## src/sv/pkcs7_pkg.sv

```systemverilog
// Shared types and constants for the PKCS#7 pad/unpad stream unit.
// Used by the front, queue, back and top-level modules; no dependencies.
`timescale 1ns / 1ps

package pkcs7_pkg;

   // Cipher block size in bytes and the widths that follow from it
   localparam int BLOCK_BYTES = 16;
   localparam int PHASE_W     = $clog2(BLOCK_BYTES);
   localparam int CNT_W       = $clog2(BLOCK_BYTES + 1);
   localparam int BYTE_W      = 8;

   // Command queue between front and back
   localparam int QUEUE_DEPTH = 4;
   localparam int QPTR_W      = $clog2(QUEUE_DEPTH);
   localparam int QCNT_W      = $clog2(QUEUE_DEPTH + 1);

   // Configuration register indexes
   localparam int CSR_ADDR_W = 1;
   localparam logic [CSR_ADDR_W-1:0] CSR_DIRECTION = 1'b0;
   localparam logic [CSR_ADDR_W-1:0] CSR_PAD_EMPTY = 1'b1;

   // Direction codes
   localparam logic DIR_ADD    = 1'b0;
   localparam logic DIR_REMOVE = 1'b1;

   // One classified input item as handed from front to back
   typedef struct packed {
      logic [BYTE_W-1:0]  byte_value;
      logic               has_byte;
      logic               is_last;
      logic               direction;
      logic               pad_empty;
      logic [PHASE_W-1:0] phase;       // length mod block size after this item
      logic               seen_full;   // at least one whole block so far
   } cmd_type;

   // Back-end sequencer states
   typedef enum logic [1:0] {
      BK_IDLE,
      BK_CLOSE,
      BK_PAD,
      BK_DRAIN
   } back_state_type;

endpackage

```

## src/sv/pkcs7_front.sv

```systemverilog
// Front end: holds the configuration registers, tracks message length
// and classifies each accepted item into a command. Uses pkcs7_pkg.
`timescale 1ns / 1ps

module pkcs7_front (
   input  logic                                 clock,
   input  logic                                 reset,
   input  logic                                 csr_we,
   input  logic [pkcs7_pkg::CSR_ADDR_W-1:0]     csr_addr,
   input  logic                                 csr_wdata,
   input  logic                                 req_tvalid,
   output logic                                 req_tready,
   input  logic [pkcs7_pkg::BYTE_W-1:0]         req_tdata,
   input  logic                                 req_tuser,
   input  logic                                 req_tlast,
   output logic                                 cmd_valid,
   input  logic                                 cmd_full,
   output pkcs7_pkg::cmd_type                   cmd
);

   logic                          direction_ff, direction_in;
   logic                          pad_empty_ff, pad_empty_in;
   logic [pkcs7_pkg::PHASE_W-1:0] phase_ff, phase_in;
   logic                          seen_ff, seen_in;
   logic [pkcs7_pkg::PHASE_W-1:0] phase_next;
   logic                          seen_next;
   logic                          accept;

   assign req_tready = !cmd_full;
   assign accept     = req_tvalid && req_tready;

   // Write configuration registers
   always_comb begin
      direction_in = direction_ff;
      pad_empty_in = pad_empty_ff;
      if (csr_we) begin
         unique case (csr_addr)
            pkcs7_pkg::CSR_DIRECTION: direction_in = csr_wdata;
            pkcs7_pkg::CSR_PAD_EMPTY: pad_empty_in = csr_wdata;
            default: ;
         endcase
      end
   end

   // Advance the block phase on every data byte
   always_comb begin
      phase_next = phase_ff;
      seen_next  = seen_ff;
      if (req_tuser) begin
         if (phase_ff == pkcs7_pkg::PHASE_W'(pkcs7_pkg::BLOCK_BYTES - 1)) begin
            phase_next = '0;
            seen_next  = 1'b1;
         end else begin
            phase_next = phase_ff + 1'b1;
         end
      end
   end

   // Hold the counters, clear them when a message closes
   always_comb begin
      phase_in = phase_ff;
      seen_in  = seen_ff;
      if (accept) begin
         phase_in = req_tlast ? '0 : phase_next;
         seen_in  = req_tlast ? 1'b0 : seen_next;
      end
   end

   // Drop bare non-last items, queue everything else
   assign cmd_valid      = accept && (req_tuser || req_tlast);
   assign cmd.byte_value = req_tdata;
   assign cmd.has_byte   = req_tuser;
   assign cmd.is_last    = req_tlast;
   assign cmd.direction  = direction_ff;
   assign cmd.pad_empty  = pad_empty_ff;
   assign cmd.phase      = phase_next;
   assign cmd.seen_full  = seen_next;

   always_ff @(posedge clock) begin
      if (reset) begin
         direction_ff <= pkcs7_pkg::DIR_ADD;
         pad_empty_ff <= 1'b0;
         phase_ff     <= '0;
         seen_ff      <= 1'b0;
      end else begin
         direction_ff <= direction_in;
         pad_empty_ff <= pad_empty_in;
         phase_ff     <= phase_in;
         seen_ff      <= seen_in;
      end
   end

endmodule

```

## src/sv/pkcs7_queue.sv

```systemverilog
// Short command queue that decouples the front end from the back end.
// Uses pkcs7_pkg for the command type and depth.
`timescale 1ns / 1ps

module pkcs7_queue (
   input  logic               clock,
   input  logic               reset,
   input  logic               push,
   input  pkcs7_pkg::cmd_type push_cmd,
   output logic               full,
   input  logic               pop,
   output logic               head_valid,
   output pkcs7_pkg::cmd_type head_cmd
);

   pkcs7_pkg::cmd_type             mem_ff [pkcs7_pkg::QUEUE_DEPTH];
   logic [pkcs7_pkg::QPTR_W-1:0]   wr_ptr_ff, wr_ptr_in;
   logic [pkcs7_pkg::QPTR_W-1:0]   rd_ptr_ff, rd_ptr_in;
   logic [pkcs7_pkg::QCNT_W-1:0]   count_ff, count_in;
   logic                           do_push, do_pop;

   assign full       = (count_ff == pkcs7_pkg::QCNT_W'(pkcs7_pkg::QUEUE_DEPTH));
   assign head_valid = (count_ff != '0);
   assign head_cmd   = mem_ff[rd_ptr_ff];
   assign do_push    = push && !full;
   assign do_pop     = pop && head_valid;

   // Advance pointers and occupancy
   always_comb begin
      wr_ptr_in = wr_ptr_ff;
      rd_ptr_in = rd_ptr_ff;
      count_in  = count_ff;
      if (do_push) begin
         wr_ptr_in = (wr_ptr_ff == pkcs7_pkg::QPTR_W'(pkcs7_pkg::QUEUE_DEPTH - 1)) ?
                     '0 : wr_ptr_ff + 1'b1;
      end
      if (do_pop) begin
         rd_ptr_in = (rd_ptr_ff == pkcs7_pkg::QPTR_W'(pkcs7_pkg::QUEUE_DEPTH - 1)) ?
                     '0 : rd_ptr_ff + 1'b1;
      end
      if (do_push && !do_pop) begin
         count_in = count_ff + 1'b1;
      end else if (do_pop && !do_push) begin
         count_in = count_ff - 1'b1;
      end
   end

   // Store entries
   always_ff @(posedge clock) begin
      if (do_push) begin
         mem_ff[wr_ptr_ff] <= push_cmd;
      end
   end

   always_ff @(posedge clock) begin
      if (reset) begin
         wr_ptr_ff <= '0;
         rd_ptr_ff <= '0;
         count_ff  <= '0;
      end else begin
         wr_ptr_ff <= wr_ptr_in;
         rd_ptr_ff <= rd_ptr_in;
         count_ff  <= count_in;
      end
   end

endmodule

```

## src/sv/pkcs7_back.sv

```systemverilog
// Back end: executes queued commands, holds the tail window for removal,
// appends or checks padding and drives the result register. Uses pkcs7_pkg.
`timescale 1ns / 1ps

module pkcs7_back (
   input  logic                           clock,
   input  logic                           reset,
   input  logic                           head_valid,
   input  pkcs7_pkg::cmd_type             head_cmd,
   output logic                           pop,
   output logic                           rsp_tvalid,
   input  logic                           rsp_tready,
   output logic [pkcs7_pkg::BYTE_W-1:0]   rsp_tdata,
   output logic [1:0]                     rsp_tuser,
   output logic                           rsp_tlast
);

   localparam int B = pkcs7_pkg::BLOCK_BYTES;

   pkcs7_pkg::back_state_type      state_ff, state_in;
   pkcs7_pkg::cmd_type             cmd_ff, cmd_in;
   logic [pkcs7_pkg::CNT_W-1:0]    cnt_ff, cnt_in;
   logic [pkcs7_pkg::BYTE_W-1:0]   pad_ff, pad_in;
   logic [pkcs7_pkg::CNT_W-1:0]    fill_ff, fill_in;
   logic [pkcs7_pkg::BYTE_W-1:0]   window_ff [B];
   logic [pkcs7_pkg::BYTE_W-1:0]   window_in [B];

   logic                           out_valid_ff;
   logic [pkcs7_pkg::BYTE_W-1:0]   out_byte_ff;
   logic                           out_has_ff, out_last_ff, out_status_ff;

   logic                           can_issue;
   logic                           emit;
   logic [pkcs7_pkg::BYTE_W-1:0]   e_byte;
   logic                           e_has, e_last, e_status;

   logic [pkcs7_pkg::BYTE_W-1:0]   pad_value;
   logic                           pad_range_ok;
   logic                           pad_match;
   logic                           unpad_ok;
   logic [pkcs7_pkg::CNT_W-1:0]    keep;
   logic [pkcs7_pkg::CNT_W-1:0]    add_count;
   logic                           add_empty;

   assign can_issue = !out_valid_ff || rsp_tready;

   // Check trailing pad bytes of the window in parallel
   always_comb begin
      pad_value    = window_ff[B-1];
      pad_range_ok = (pad_value != '0) &&
                     (pad_value <= pkcs7_pkg::BYTE_W'(B));
      pad_match    = 1'b1;
      for (int i = 0; i < B; i++) begin
         if ((pkcs7_pkg::BYTE_W'(i) < pad_value) && (window_ff[B-1-i] != pad_value)) begin
            pad_match = 1'b0;
         end
      end
      unpad_ok = (cmd_ff.phase == '0) && cmd_ff.seen_full &&
                 (fill_ff == pkcs7_pkg::CNT_W'(B)) && pad_range_ok && pad_match;
      keep      = pkcs7_pkg::CNT_W'(B) - pkcs7_pkg::CNT_W'(pad_value);
      add_count = pkcs7_pkg::CNT_W'(B) - pkcs7_pkg::CNT_W'(cmd_ff.phase);
      add_empty = (cmd_ff.phase == '0) && !cmd_ff.seen_full;
   end

   // Sequence commands: byte action, then close, pad or drain bursts
   always_comb begin
      state_in  = state_ff;
      cmd_in    = cmd_ff;
      cnt_in    = cnt_ff;
      pad_in    = pad_ff;
      fill_in   = fill_ff;
      window_in = window_ff;
      pop       = 1'b0;
      emit      = 1'b0;
      e_byte    = '0;
      e_has     = 1'b0;
      e_last    = 1'b0;
      e_status  = 1'b0;

      unique case (state_ff)
         pkcs7_pkg::BK_IDLE: begin
            if (head_valid && can_issue) begin
               pop    = 1'b1;
               cmd_in = head_cmd;
               if (head_cmd.has_byte) begin
                  if (head_cmd.direction == pkcs7_pkg::DIR_ADD) begin
                     emit   = 1'b1;
                     e_byte = head_cmd.byte_value;
                     e_has  = 1'b1;
                  end else begin
                     // shift the window, newest byte at the top
                     for (int i = 0; i < B - 1; i++) begin
                        window_in[i] = window_ff[i+1];
                     end
                     window_in[B-1] = head_cmd.byte_value;
                     if (fill_ff == pkcs7_pkg::CNT_W'(B)) begin
                        emit   = 1'b1;
                        e_byte = window_ff[0];
                        e_has  = 1'b1;
                     end else begin
                        fill_in = fill_ff + 1'b1;
                     end
                  end
               end
               if (head_cmd.is_last) begin
                  state_in = pkcs7_pkg::BK_CLOSE;
               end
            end
         end

         pkcs7_pkg::BK_CLOSE: begin
            if (can_issue) begin
               fill_in = '0;
               if (cmd_ff.direction == pkcs7_pkg::DIR_ADD) begin
                  if (add_empty && !cmd_ff.pad_empty) begin
                     emit     = 1'b1;
                     e_last   = 1'b1;
                     state_in = pkcs7_pkg::BK_IDLE;
                  end else begin
                     cnt_in   = add_count;
                     pad_in   = pkcs7_pkg::BYTE_W'(add_count);
                     state_in = pkcs7_pkg::BK_PAD;
                  end
               end else if (!unpad_ok) begin
                  emit     = 1'b1;
                  e_last   = 1'b1;
                  e_status = 1'b1;
                  state_in = pkcs7_pkg::BK_IDLE;
               end else if (keep == '0) begin
                  emit     = 1'b1;
                  e_last   = 1'b1;
                  state_in = pkcs7_pkg::BK_IDLE;
               end else begin
                  cnt_in   = keep;
                  state_in = pkcs7_pkg::BK_DRAIN;
               end
            end
         end

         pkcs7_pkg::BK_PAD: begin
            if (can_issue) begin
               emit   = 1'b1;
               e_byte = pad_ff;
               e_has  = 1'b1;
               e_last = (cnt_ff == pkcs7_pkg::CNT_W'(1));
               cnt_in = cnt_ff - 1'b1;
               if (e_last) begin
                  state_in = pkcs7_pkg::BK_IDLE;
               end
            end
         end

         pkcs7_pkg::BK_DRAIN: begin
            if (can_issue) begin
               emit   = 1'b1;
               e_byte = window_ff[0];
               e_has  = 1'b1;
               e_last = (cnt_ff == pkcs7_pkg::CNT_W'(1));
               cnt_in = cnt_ff - 1'b1;
               for (int i = 0; i < B - 1; i++) begin
                  window_in[i] = window_ff[i+1];
               end
               window_in[B-1] = '0;
               if (e_last) begin
                  state_in = pkcs7_pkg::BK_IDLE;
               end
            end
         end

         default: state_in = pkcs7_pkg::BK_IDLE;
      endcase
   end

   // Control state
   always_ff @(posedge clock) begin
      if (reset) begin
         state_ff     <= pkcs7_pkg::BK_IDLE;
         fill_ff      <= '0;
         cnt_ff       <= '0;
         out_valid_ff <= 1'b0;
      end else begin
         state_ff <= state_in;
         fill_ff  <= fill_in;
         cnt_ff   <= cnt_in;
         if (emit) begin
            out_valid_ff <= 1'b1;
         end else if (rsp_tready) begin
            out_valid_ff <= 1'b0;
         end
      end
   end

   // Payload: window, held command, result register
   always_ff @(posedge clock) begin
      cmd_ff    <= cmd_in;
      pad_ff    <= pad_in;
      window_ff <= window_in;
      if (emit) begin
         out_byte_ff   <= e_byte;
         out_has_ff    <= e_has;
         out_last_ff   <= e_last;
         out_status_ff <= e_status;
      end
   end

   assign rsp_tvalid = out_valid_ff;
   assign rsp_tdata  = out_byte_ff;
   assign rsp_tuser  = {out_status_ff, out_has_ff};
   assign rsp_tlast  = out_last_ff;

`ifndef NO_ASSERTIONS
   // Window count never runs past the block size
   assert property (@(posedge clock) disable iff (reset)
      fill_ff <= pkcs7_pkg::CNT_W'(B))
      else $error("window fill exceeds block size");

   // A burst state always has bytes left to send
   assert property (@(posedge clock) disable iff (reset)
      (state_ff == pkcs7_pkg::BK_PAD || state_ff == pkcs7_pkg::BK_DRAIN) |-> cnt_ff != '0)
      else $error("burst state with zero count");

   // The final result of a message returns the sequencer to idle
   assert property (@(posedge clock) disable iff (reset)
      (emit && e_last) |=> state_ff == pkcs7_pkg::BK_IDLE)
      else $error("sequencer not idle after closing result");

   // A closing command, once taken, moves the sequencer to close
   assert property (@(posedge clock) disable iff (reset)
      (pop && head_cmd.is_last) |=> state_ff == pkcs7_pkg::BK_CLOSE)
      else $error("closing command did not enter close");
`endif

endmodule

```

## src/sv/pkcs7_pad_unpad_stream_unit.sv

```systemverilog
// PKCS#7 pad/unpad stream unit, 16-byte blocks: top level.
// Joins pkcs7_front, pkcs7_queue and pkcs7_back; uses pkcs7_pkg.
//
// Usage:
//   req_ channel: one item per handshake; tdata carries a message byte,
//   tuser says the byte is present, tlast closes the message.
//   rsp_ channel: one result per handshake; tdata is the output byte,
//   tuser holds {status, has_byte}, tlast marks the last result.
//   csr_ port: write direction (index 0: 0 add, 1 remove) and the
//   empty-message pad enable (index 1) while the block is idle.
// Timing:
//   An add-mode byte reaches rsp_ via the command queue and the result
//   register, one byte per cycle while rsp_tready is high; in remove
//   mode a byte leaves once 16 newer bytes push it out. At a close the
//   back end decides in its close state, then sends the pad bytes (add)
//   or the unpadded window (remove), one per cycle while rsp_tready is
//   high, up to 16. A 4-entry command queue keeps input flowing until it fills.
// Reset clears the counters, queue and result valid flag; the tail window
// needs no clearing. A stalled rsp_tready holds the result register and,
// once the queue fills, deasserts req_tready.
`timescale 1ns / 1ps

module pkcs7_pad_unpad_stream_unit (
   input  logic                                clock,
   input  logic                                reset,
   input  logic                                csr_we,
   input  logic [pkcs7_pkg::CSR_ADDR_W-1:0]    csr_addr,
   input  logic                                csr_wdata,
   input  logic                                req_tvalid,
   output logic                                req_tready,
   input  logic [pkcs7_pkg::BYTE_W-1:0]        req_tdata,   // byte_value
   input  logic                                req_tuser,   // has_byte
   input  logic                                req_tlast,   // is_last
   output logic                                rsp_tvalid,
   input  logic                                rsp_tready,
   output logic [pkcs7_pkg::BYTE_W-1:0]        rsp_tdata,   // out_byte
   output logic [1:0]                          rsp_tuser,   // {status, out_has_byte}
   output logic                                rsp_tlast    // out_last
);

   logic               cmd_valid;
   logic               cmd_full;
   pkcs7_pkg::cmd_type cmd;
   logic               head_valid;
   pkcs7_pkg::cmd_type head_cmd;
   logic               pop;

   pkcs7_front u_front (
      .clock      (clock),
      .reset      (reset),
      .csr_we     (csr_we),
      .csr_addr   (csr_addr),
      .csr_wdata  (csr_wdata),
      .req_tvalid (req_tvalid),
      .req_tready (req_tready),
      .req_tdata  (req_tdata),
      .req_tuser  (req_tuser),
      .req_tlast  (req_tlast),
      .cmd_valid  (cmd_valid),
      .cmd_full   (cmd_full),
      .cmd        (cmd)
   );

   pkcs7_queue u_queue (
      .clock      (clock),
      .reset      (reset),
      .push       (cmd_valid),
      .push_cmd   (cmd),
      .full       (cmd_full),
      .pop        (pop),
      .head_valid (head_valid),
      .head_cmd   (head_cmd)
   );

   pkcs7_back u_back (
      .clock      (clock),
      .reset      (reset),
      .head_valid (head_valid),
      .head_cmd   (head_cmd),
      .pop        (pop),
      .rsp_tvalid (rsp_tvalid),
      .rsp_tready (rsp_tready),
      .rsp_tdata  (rsp_tdata),
      .rsp_tuser  (rsp_tuser),
      .rsp_tlast  (rsp_tlast)
   );

endmodule
```

## config.mk

```make
export PLATFORM = sky130hd
export DESIGN_NAME = pkcs7_pad_unpad_stream_unit
export DESIGN_NICKNAME = d
export VERILOG_FILES = /design/src/sv/pkcs7_pkg.sv /design/src/sv/pkcs7_front.sv /design/src/sv/pkcs7_queue.sv /design/src/sv/pkcs7_back.sv /design/src/sv/pkcs7_pad_unpad_stream_unit.sv
export SDC_FILE = /design/constraint.sdc
export NUM_CORES = 1
export LEC_CHECK = 0
export BUFFER_PORTS_ARGS = -buffer_cell sky130_fd_sc_hd__buf_2
export CAP_MARGIN = 20
export CORE_MARGIN = 10
export CORE_UTILIZATION = 40
export DETAILED_ROUTE_END_ITERATION = 10
export PLACE_DENSITY_LB_ADDON = 0.3
export SETUP_SLACK_MARGIN = 0.05
export SYNTH_ARGS = -nofsm -noshare
export SYNTH_HDL_FRONTEND = slang
export SYNTH_SLANG_ARGS = --single-unit
```

## constraint.sdc

```tcl
create_clock -name clock -period 10.95 [get_ports clock]
set_clock_uncertainty 0.2 [all_clocks]
set_input_delay 0.5475 -clock clock [delete_from_list [all_inputs] [get_ports clock]]
set_output_delay 0.5475 -clock clock [all_outputs]
set_load 0.005 [all_outputs]
```

# After elaboration in Yosys (flattened, before gate mapping)
# Memories as Yosys holds them, arrays and structs flattened. A register that Yosys moved wholly into a read port is not among the register bits.
# Index checks and enable logic that the tools add are counted.
# word_totals
memories,1
inputBits,17
ff_bits,178
ramBits,68
elab_cells,241
out_inout_bits,13
# op_classes
n_reduce_logical,57
bitwise,3
eq_ne,36
n_addsub,9
mux,83
order_cmp,16
# memory_table
memory,depth,word_bits,rd,rd_ports_with_merged_regs,wr,line_no,rtl
u_queue.mem_ff,4,17,1,1,1,pkcs7_queue.sv:16,pkcs7_pkg::cmd_type mem_ff [pkcs7_pkg::QUEUE_DEPTH];
# ops
cell,count
two-way mux 128 bit,4
case mux 128 bit (2 select lines),1
inequality test 8 bit,15
"less-than comparator 4 x 8 -> 1 bit, first input constant",8
two-way mux 5 bit,12
two-way mux 8 bit,5
two-way mux 1 bit,36
"less-than comparator 3 x 8 -> 1 bit, first input constant",4
logical AND 1 bit,29
two-way mux 2 bit,13
case mux 8 bit (3 select lines),1
case mux 5 bit (2 select lines),2
"less-than comparator 2 x 8 -> 1 bit, first input constant",2
"inequality test 2 x 1 -> 1 bit, second input constant",8
two-way mux 4 bit,3
AND reduction 6 bit,2
AND reduction 5 bit,2
nonzero test 2 bit,5
"equality test 2 bit, second input constant",4
"less-or-equal comparator 8 x 5 -> 1 bit, second input constant",1
"less-than comparator 1 x 8 -> 1 bit, first input constant",1
nonzero test 8 bit,1
logical NOT 1 bit,6
two-way mux 3 bit,2
other kinds (29),37

# Depth between registers and ports, before layout
# Gate-level depths: netlist of run 1.
# depth
ltp_word,23
depth_mapped,12
mapped_depth_nobuf,10

# Hierarchy
# From an unflattened synthesis of run 1, not the netlist that was laid out.
# hier_totals
cells_unflattened,731
area_unflattened_um2,10865.4
# modules_own_cells
module,cells_per_inst,n_inst,seq_area_each_um2,area_each_um2
pkcs7_back,529,1,4794.6,7408.4
pkcs7_queue,139,1,2222.1,2957.8
pkcs7_front,63,1,140.1,499.2

# Least setup slack after synthesis of run 1
# No wires, ideal clock.
# synth_timing
path_kind,input port to flip-flop
from,input port rsp_tready
to,"register u_back.window_ff, in the netlist u_back.pad_value[0] (enable)"
stages,3
arrival_time_ns,9.762
slack_ns,0.196
required_time_ns,9.958
n_path_buf,1
setup_time_ns,0.792
path_cell_list,nor2b_1 clkbuf_1 o21ai_0
# synth_via
elab_chain_len,4
elab_cells_between_ends,5
classes_between,eq/ne (2); reduce/logical (3)
# synth_rtl
item,line_no,rtl
"start, declared",pkcs7_pad_unpad_stream_unit.sv:35,"input logic rsp_tready,"
logical OR 1 bit *,pkcs7_back.sv:45,assign can_issue = !out_valid_ff || rsp_tready;
logical AND 1 bit,pkcs7_back.sv:82,if (head_valid && can_issue) begin
inequality test 2 x 1 -> 1 bit (no line),n/a,
AND reduction 5 bit (no line) *,n/a,
"end signal, assigned",pkcs7_back.sv:197,window_ff <= window_in;
"end, declared",pkcs7_back.sv:25,logic [pkcs7_pkg::BYTE_W-1:0] window_ff [B];
# Every way passes the cells marked *; elsewhere a longest branch is shown, timed or not.
# A chain may end at the register's enable or synchronous reset.

# Final worst setup path of run 1
# layout_timing
from,"register u_back.window_ff, in the netlist u_back.pad_value[1]"
to,"register u_back.out_byte_ff, in the netlist u_back.rsp_tdata[7] (enable)"
# layout_via
elab_chain_len,22
elab_cells_between_ends,72
classes_between,add/sub (1); order compare (16); eq/ne (15); mux (20); reduce/logical (20)
# layout_rtl
item,line_no,rtl
less-than comparator 1 x 8 -> 1 bit / inequality test 8 bit (equally long branches),pkcs7_back.sv:54,if ((pkcs7_pkg::BYTE_W'(i) < pad_value) && (window_ff[B-1-i] != pad_value)) begin
logical AND 1 bit,pkcs7_back.sv:54,
two-way mux 1 bit (15 in a row),pkcs7_back.sv:54,
logical AND 1 bit,pkcs7_back.sv:59,(fill_ff == pkcs7_pkg::CNT_W'(B)) && pad_range_ok && pad_match;
two-way mux 1 bit *,pkcs7_back.sv:124,end else if (!unpad_ok) begin
two-way mux 1 bit *,pkcs7_back.sv:114,if (cmd_ff.direction == pkcs7_pkg::DIR_ADD) begin
two-way mux 1 bit *,pkcs7_back.sv:112,if (can_issue) begin
case mux 1 bit (3 select lines) *,pkcs7_back.sv:80,unique case (state_ff)
net u_back.emit,pkcs7_back.sv:33,logic emit;
"end signal, assigned",pkcs7_back.sv:199,out_byte_ff <= e_byte;
"end, declared",pkcs7_back.sv:29,logic [pkcs7_pkg::BYTE_W-1:0] out_byte_ff;
# The timed path passes the listed nets; every way through them passes the cells marked *.

==> results of run 1 <==
[layout by cell type (no fill, tap or decap), drive strengths merged, types with 14 or more instances in the layout]
| cell type | count |
|---|---|
| a21oi | 29 |
| buf | 36 |
| clkbuf | 29 |
| dfxtp | 29 |
| edfxtp | 219 |
| ha | 14 |
| inv | 25 |
| mux4 | 17 |
| nand2 | 21 |
| nor2 | 31 |
| nor3 | 14 |
| nor4 | 29 |
| xnor2 | 30 |
| xor2 | 101 |
[state kept, by name (all words and copies together) (netlist names), 2 cells and up, named ones only]
signal / count
u_back.cmd_ff: 7
u_back.cnt_ff: 5
u_back.fill_ff: 5
u_back.pad_ff: 5
u_back.pad_value: 8
u_back.rsp_tdata: 8
u_back.state_ff: 2
u_back.window_ff: 120
u_front.phase_ff: 4
u_queue.count_ff: 3
u_queue.mem_ff: 68
u_queue.rd_ptr_ff: 2
u_queue.wr_ptr_ff: 2
[power by group through the flow]
| stage | registers [uW] | logic (uW) | clock network [uW] |
|---|---|---|---|
| after global routing | 1580 | 796 | 963 |
| after global placement | 1570 | 717 | 0 |
| after CTS | 1560 | 724 | 927 |
| after detailed placement | 1570 | 721 | 0 |
| after floorplan | 1500 | 601 | 0 |
| final | 1550 | 712 | 907 |
[cell families after synthesis]
kind of cell	Yosys count	share of synthesized area (%)
buffers and inverters	60	2.76
multiplexers	27	4.55
flip-flops	248	66.9
AO/OA/AOI/OAI	81	5.42
adder cells (fa/ha/maj)	15	1.82
XOR/XNOR	131	10.7
AND/OR/NAND/NOR	152	7.87
[metrics by stage]
stage                     cells  utilization (%)
after floorplan             714                -
after global placement     1050             42.5
after detailed placement   1050             42.5
after CTS                  1096             45.8
after global routing       1096             45.8
final                      1096             45.8
[per-layer routing]
metal,vias to the layer above,part of all wire [%]
li1,2732,-
met4,0,2.7
met3,43,4.0
met2,130,47
met1,2956,46
met5,-,0
[cell type report]
cell class	instances	area (um^2)	area share, %
Sequential cell	248	7160	59.6
Multi-Input combinational cell	406	3270	27.2
Clock buffer	29	683	5.69
Tap cell	335	419	3.49
Timing Repair Buffer	36	198	1.65
Clock inverter	17	194	1.61
Inverter	25	93.8	0.781
[worst paths after layout]
check | from | endpoint | cells past startpoint
max | u_back.pad_value[1]$_SDFFCE_PN0P_ | u_back.rsp_tdata[7]$_DFFE_PP_ | 7
min | req_tdata[3] | u_queue.mem_ff[0][12]$_DFFE_PP_ | 1
max reg2reg | u_back.pad_value[1]$_SDFFCE_PN0P_ | u_back.rsp_tdata[7]$_DFFE_PP_ | 7
min reg2reg | u_back.window_ff[10]$_DFFE_PP_ | u_back.window_ff[18]$_DFFE_PP_ | 0
==> impl_metrics.csv, run 1 <==
group,metric,value,unit
sta,min_period,4.01,ns
detailed_routing,ant_nets,0,
finish,nNetsFinal,775,
critical_path,cp_top_family,"compound AO/OA/AOI/OAI gates",
detailed_routing,route.detailed.drc,0,
synthesis,synth_edf_count,219,
synthesis,ys_top_cells_by_area,"edfxtp_1 61%, xor2_1 8.3%, dfxtp_1 5.4%",
synthesis,synth.distinct_cells,68,
detailed_routing,dr.pass1.iters,6,
detailed_routing,vias,5861,
power,pwr-share-clk,28.6,%
cts,tritoncts,"yes",
synthesis,synth_nets,746,
outcome,outcome,"finished, final reports clean",
finish,area_delta_synth_final,12.2,%
power,p_sw,989,uW
cts,cts_resized,0,
power,power.total,3170,uW
cts,path_clk_slew,0.06,ns
critical_path,ff2ff_setup_slack,6.94,ns
power,power_density,264,nW/um^2
synthesis,syn_area_per_cell,15.0,um^2
sta,max_freq,249,MHz
power,peakVddDrop,0.131,mV
die,die_h,184,um
grt,busiest_layer,"met2",
sta,finalSetupViolations,0,
detailed_routing,drt_iter0_drc,412,
cts,numClockSinks,248,
finish,antenna-diode-count,0,
synthesis,yosysWarnings,0,
synthesis,yosysSeqAreaShare,66.9,%
detailed_routing,wl_per_cell,19.2,um
synthesis,synth_commonest_cells,"219 x edfxtp_1, 101 x xor2_1, 30 x nor2_1, 30 x xnor2_1, 29 x dfxtp_1",
grt,grt_max_degree,87,
synthesis,yosys.area.top_type_share,61.4,%
place,dpl_cell_area,11100,um^2
die,io_pins,30,
critical_path,crit_type,"flip-flop to flip-flop",
finish,postLayoutCellArea,12000,um^2
grt,antenna_found_initial,0,
die,start_util,40.8,%
synthesis,synthCells,714,
cts,cts_buffer_depth,3,
cts,clock_latency,0.53,ns
critical_path,timing.critical_path.buf_inv,1,
sta,slew_violations,0,
synthesis,synth_seq_cells,248,
die,dieWidth,184,um
sta,setup-tns-final,0,ns
critical_path,required,10.90,ns
grt,grt_pass1_wl,33600,um
min_path,hold_path_class,"input pin to flip-flop",
die,dieArea,33700,um^2
cts,cts_setup_buffers,0,
finish,layout-drive-gt1-share,14.5,%
run,maxCapViolations,0,
synthesis,async_reset_ff_share,0,%
critical_path,crit_slowest_cell,"edfxtp_1",
cts,hold_buffers,0,
power,internal_power,2180,uW
cts,root_buffer,"clkbuf_16",
detailed_routing,wl,21100,um
critical_path,cp_cell_sequence,"inv_1 > ha_1 > a221o_1 > o211ai_1 > and4b_1 > a21o_2 > o31ai_2",
grt,grtUsageMet2,20.1,%
sta,rsz0062_at_grt,"false",
synthesis,syn_area,10700,um^2
power,leakagePower,0.00404,uW
place,hpwl,13600,um
sta,final-hold-violation-count,0,
finish,fill_cells,2300,
power,seqPwrFrac,49.0,%
sta,relSlewSlack,26.8,%
cts,htreeDepth,1,
grt,track_usage,12.5,%
cts,numCtsBuffers,26,
power,p_comb_share,22.4,%
grt,grt_pass1_vias,5988,
power,swShare,31.2,%
place,dp_slack,6.99,ns
grt,grt_use_met1,16.9,%
sta,setup_ws,6.94,ns
grt,grt.met3_usage,2.08,%
synthesis,yosysMostFrequentCell,"edfxtp_1",
critical_path,start_kind,"flip-flop",
place,io_buffer_count,29,
critical_path,cp.arrival,3.96,ns
sta,tightest_slew,1.10,ns
synthesis,synth-main-ff-cell,"edfxtp_1",
sta,period_share,36.6,%
critical_path,cp_max_fo,22,
die,core_area,26200,um^2
critical_path,worst_path_largest_cell_delay,1.03,ns
synthesis,yosysTopAreaCell,"edfxtp_1",
detailed_routing,vias_per_cell,5.35,
place,globalplace.congestion,0.883,
grt,grt-ovfl-total,0,
critical_path,end_kind,"flip-flop",
sta,hold-worst-slack,0.0215,ns
die,rows,59,
(Power assumes the default switching activity.)
==> inputs of run 2 (changes only) <==
Clock period 10.95 ns to 4.11 ns, I/O delays scaled along.
==> impl_metrics.csv, run 2 (synthesis gave the netlist of run 1 again) <==
group,metric,value,unit
die,rows,59,
power,leakagePower,0.00419,uW
grt,grt-ovfl-total,0,
min_path,hold_path_class,"input pin to flip-flop",
critical_path,cp.arrival,3.43,ns
cts,numClockSinks,248,
detailed_routing,routed-wl-met2,10100,um
sta,setup-tns-final,0,ns
grt,track_usage,12.6,%
critical_path,worst_path_largest_cell_delay,0.74,ns
finish,final_common_cell,"edfxtp_1",
cts,root_buffer,"clkbuf_16",
sta,max_freq,312,MHz
detailed_routing,vias,5895,
finish,antenna-diode-count,0,
grt,grt_pass1_vias,6026,
run,maxCapViolations,0,
critical_path,cp_max_fo,12,
place,hpwl,14400,um
finish,largest_reg_flops,120,
place,dp_slack,0.904,ns
sta,relSlewSlack,36.9,%
cts,htreeDepth,1,
sta,period_share,78.0,%
sta,min_period,3.21,ns
finish,nNetsFinal,807,
detailed_routing,wl,21400,um
cts,clock_latency,0.54,ns
die,dieWidth,184,um
critical_path,end_kind,"flip-flop",
die,dieArea,33700,um^2
grt,grt_max_degree,39,
place,dpl.cell_count,1064,
detailed_routing,route.detailed.drc,0,
place,io_buffer_count,29,
critical_path,required,4.34,ns
sta,final-hold-violation-count,0,
sta,slew_violations,0,
place,globalplace.congestion,0.868,
finish,regMostFlops,"u_back.window_ff",
sta,rsz0062_at_grt,"false",
cts,tritoncts,"yes",
finish,postLayoutCellArea,12300,um^2
sta,setup_ws,0.902,ns
die,io_pins,30,
detailed_routing,wl_met1,9890,um
die,core_area,26200,um^2
critical_path,timing.critical_path.buf_inv,1,
die,start_util,40.8,%
detailed_routing,vias_per_cell,5.23,
detailed_routing,dr.pass1.iters,5,
detailed_routing,drt_iter0_drc,364,
critical_path,crit_type,"flip-flop to flip-flop",
critical_path,start_kind,"flip-flop",
critical_path,crit_slowest_cell,"edfxtp_1",
detailed_routing,wl_met3,849,um
sta,tightest_slew,0.947,ns
finish,layout_common_cells,"219 x edfxtp_1, 101 x xor2_1, 30 x xnor2_1, 30 x nor2_1",
finish,layout-drive-gt1-share,15.4,%
power,power_density,689,nW/um^2
cts,numCtsBuffers,26,
place,dpl_cell_area,11300,um^2
cts,cts_buffer_depth,3,
power,peakVddDrop,0.382,mV
detailed_routing,wl_per_cell,18.9,um
finish,area_delta_synth_final,15.0,%
outcome,outcome,"finished, final reports clean",
grt,antenna_found_initial,0,
critical_path,cp_top_family,"simple AND/OR/NAND/NOR gates",
sta,finalSetupViolations,0,
grt,grt_pass1_wl,33800,um
finish,stdcell_count,1127,
detailed_routing,ant_nets,0,
critical_path,cp_cell_sequence,"buf_4 > xor2_1 > nor4_1 > a31oi_1 > o31ai_1 > and4b_1 > and2_4 > o31a_2 > mux2_1",
detailed_routing,routed.top_layer,"met4",
finish,largestRegisters,"u_back.window_ff x120, u_queue.mem_ff x68",
cts,path_clk_slew,0.06,ns
die,die_h,184,um
## run 2: cell type report
cell class	count	area [um^2]
flip-flops and latches	248	7160
multi-input cells	406	3270
well taps	335	419
fillers	2288	13900
clock buffers	36	718
inverters	25	93.8
repair buffers	68	520
clock inverters	9	134
## run 2: worst min-delay path, cell delays in order
cell and delay (ns):
buf_2 0.07, nand2_1 0.18, a21oi_1 0.20, nor2_1 0.04
## run 2: path summary, 6_finish.rpt
kind | startpoint | to | slack [ns] | depth (start not counted)
worst max-delay path | u_back.pad_value[3]$_SDFFCE_PN0P_ | u_back.cnt_ff[1]$_SDFFE_PP0P_ | 0.90 | 9
worst max register to register | u_back.pad_value[3]$_SDFFCE_PN0P_ | u_back.cnt_ff[1]$_SDFFE_PP0P_ | 0.90 | 9
worst min register to register | u_back.window_ff[51]$_DFFE_PP_ | u_back.window_ff[59]$_DFFE_PP_ | 0.26 | 0
worst min-delay path | req_tvalid | u_front.phase_ff[2]$_SDFFE_PP0P_ | 0.02 | 4
## run 2: metrics by stage
step                util (%)  hold slack, ns  total power (uW)
global route            47.0          0.0750              8950
floorplan                  -           0.104              5490
finish                  47.0          0.0169              8480
global placement        43.0           0.225              6180
detailed placement      43.0           0.224              6190
CTS                     47.0          0.0131              8580
## run 2: repair_timing
| action | in CTS | in global routing |
|---|---|---|
| hold endpoints to repair | 56 | 0 |
| setup buffers | 0 | 0 |
| resized for setup | 0 | 0 |
| setup endpoints to repair | 0 | 0 |
| hold buffers | 18 | 0 |
## run 2: report_power, final
| group | switching [uW] | internal (uW) | leakage [uW] |
|---|---|---|---|
| combinational | 1210 | 891 | 0.00154 |
| clock | 946 | 1400 | 0.000415 |
| sequential | 463 | 3570 | 0.00224 |
| total | 2610 | 5860 | 0.00419 |
## run 2: metal layers
metal	track usage, %	vias to the layer above
li1	-	2810
met1	17.1	2926
met2	20.2	119
met3	2.19	40
met4	3.84	0
met5	0	-
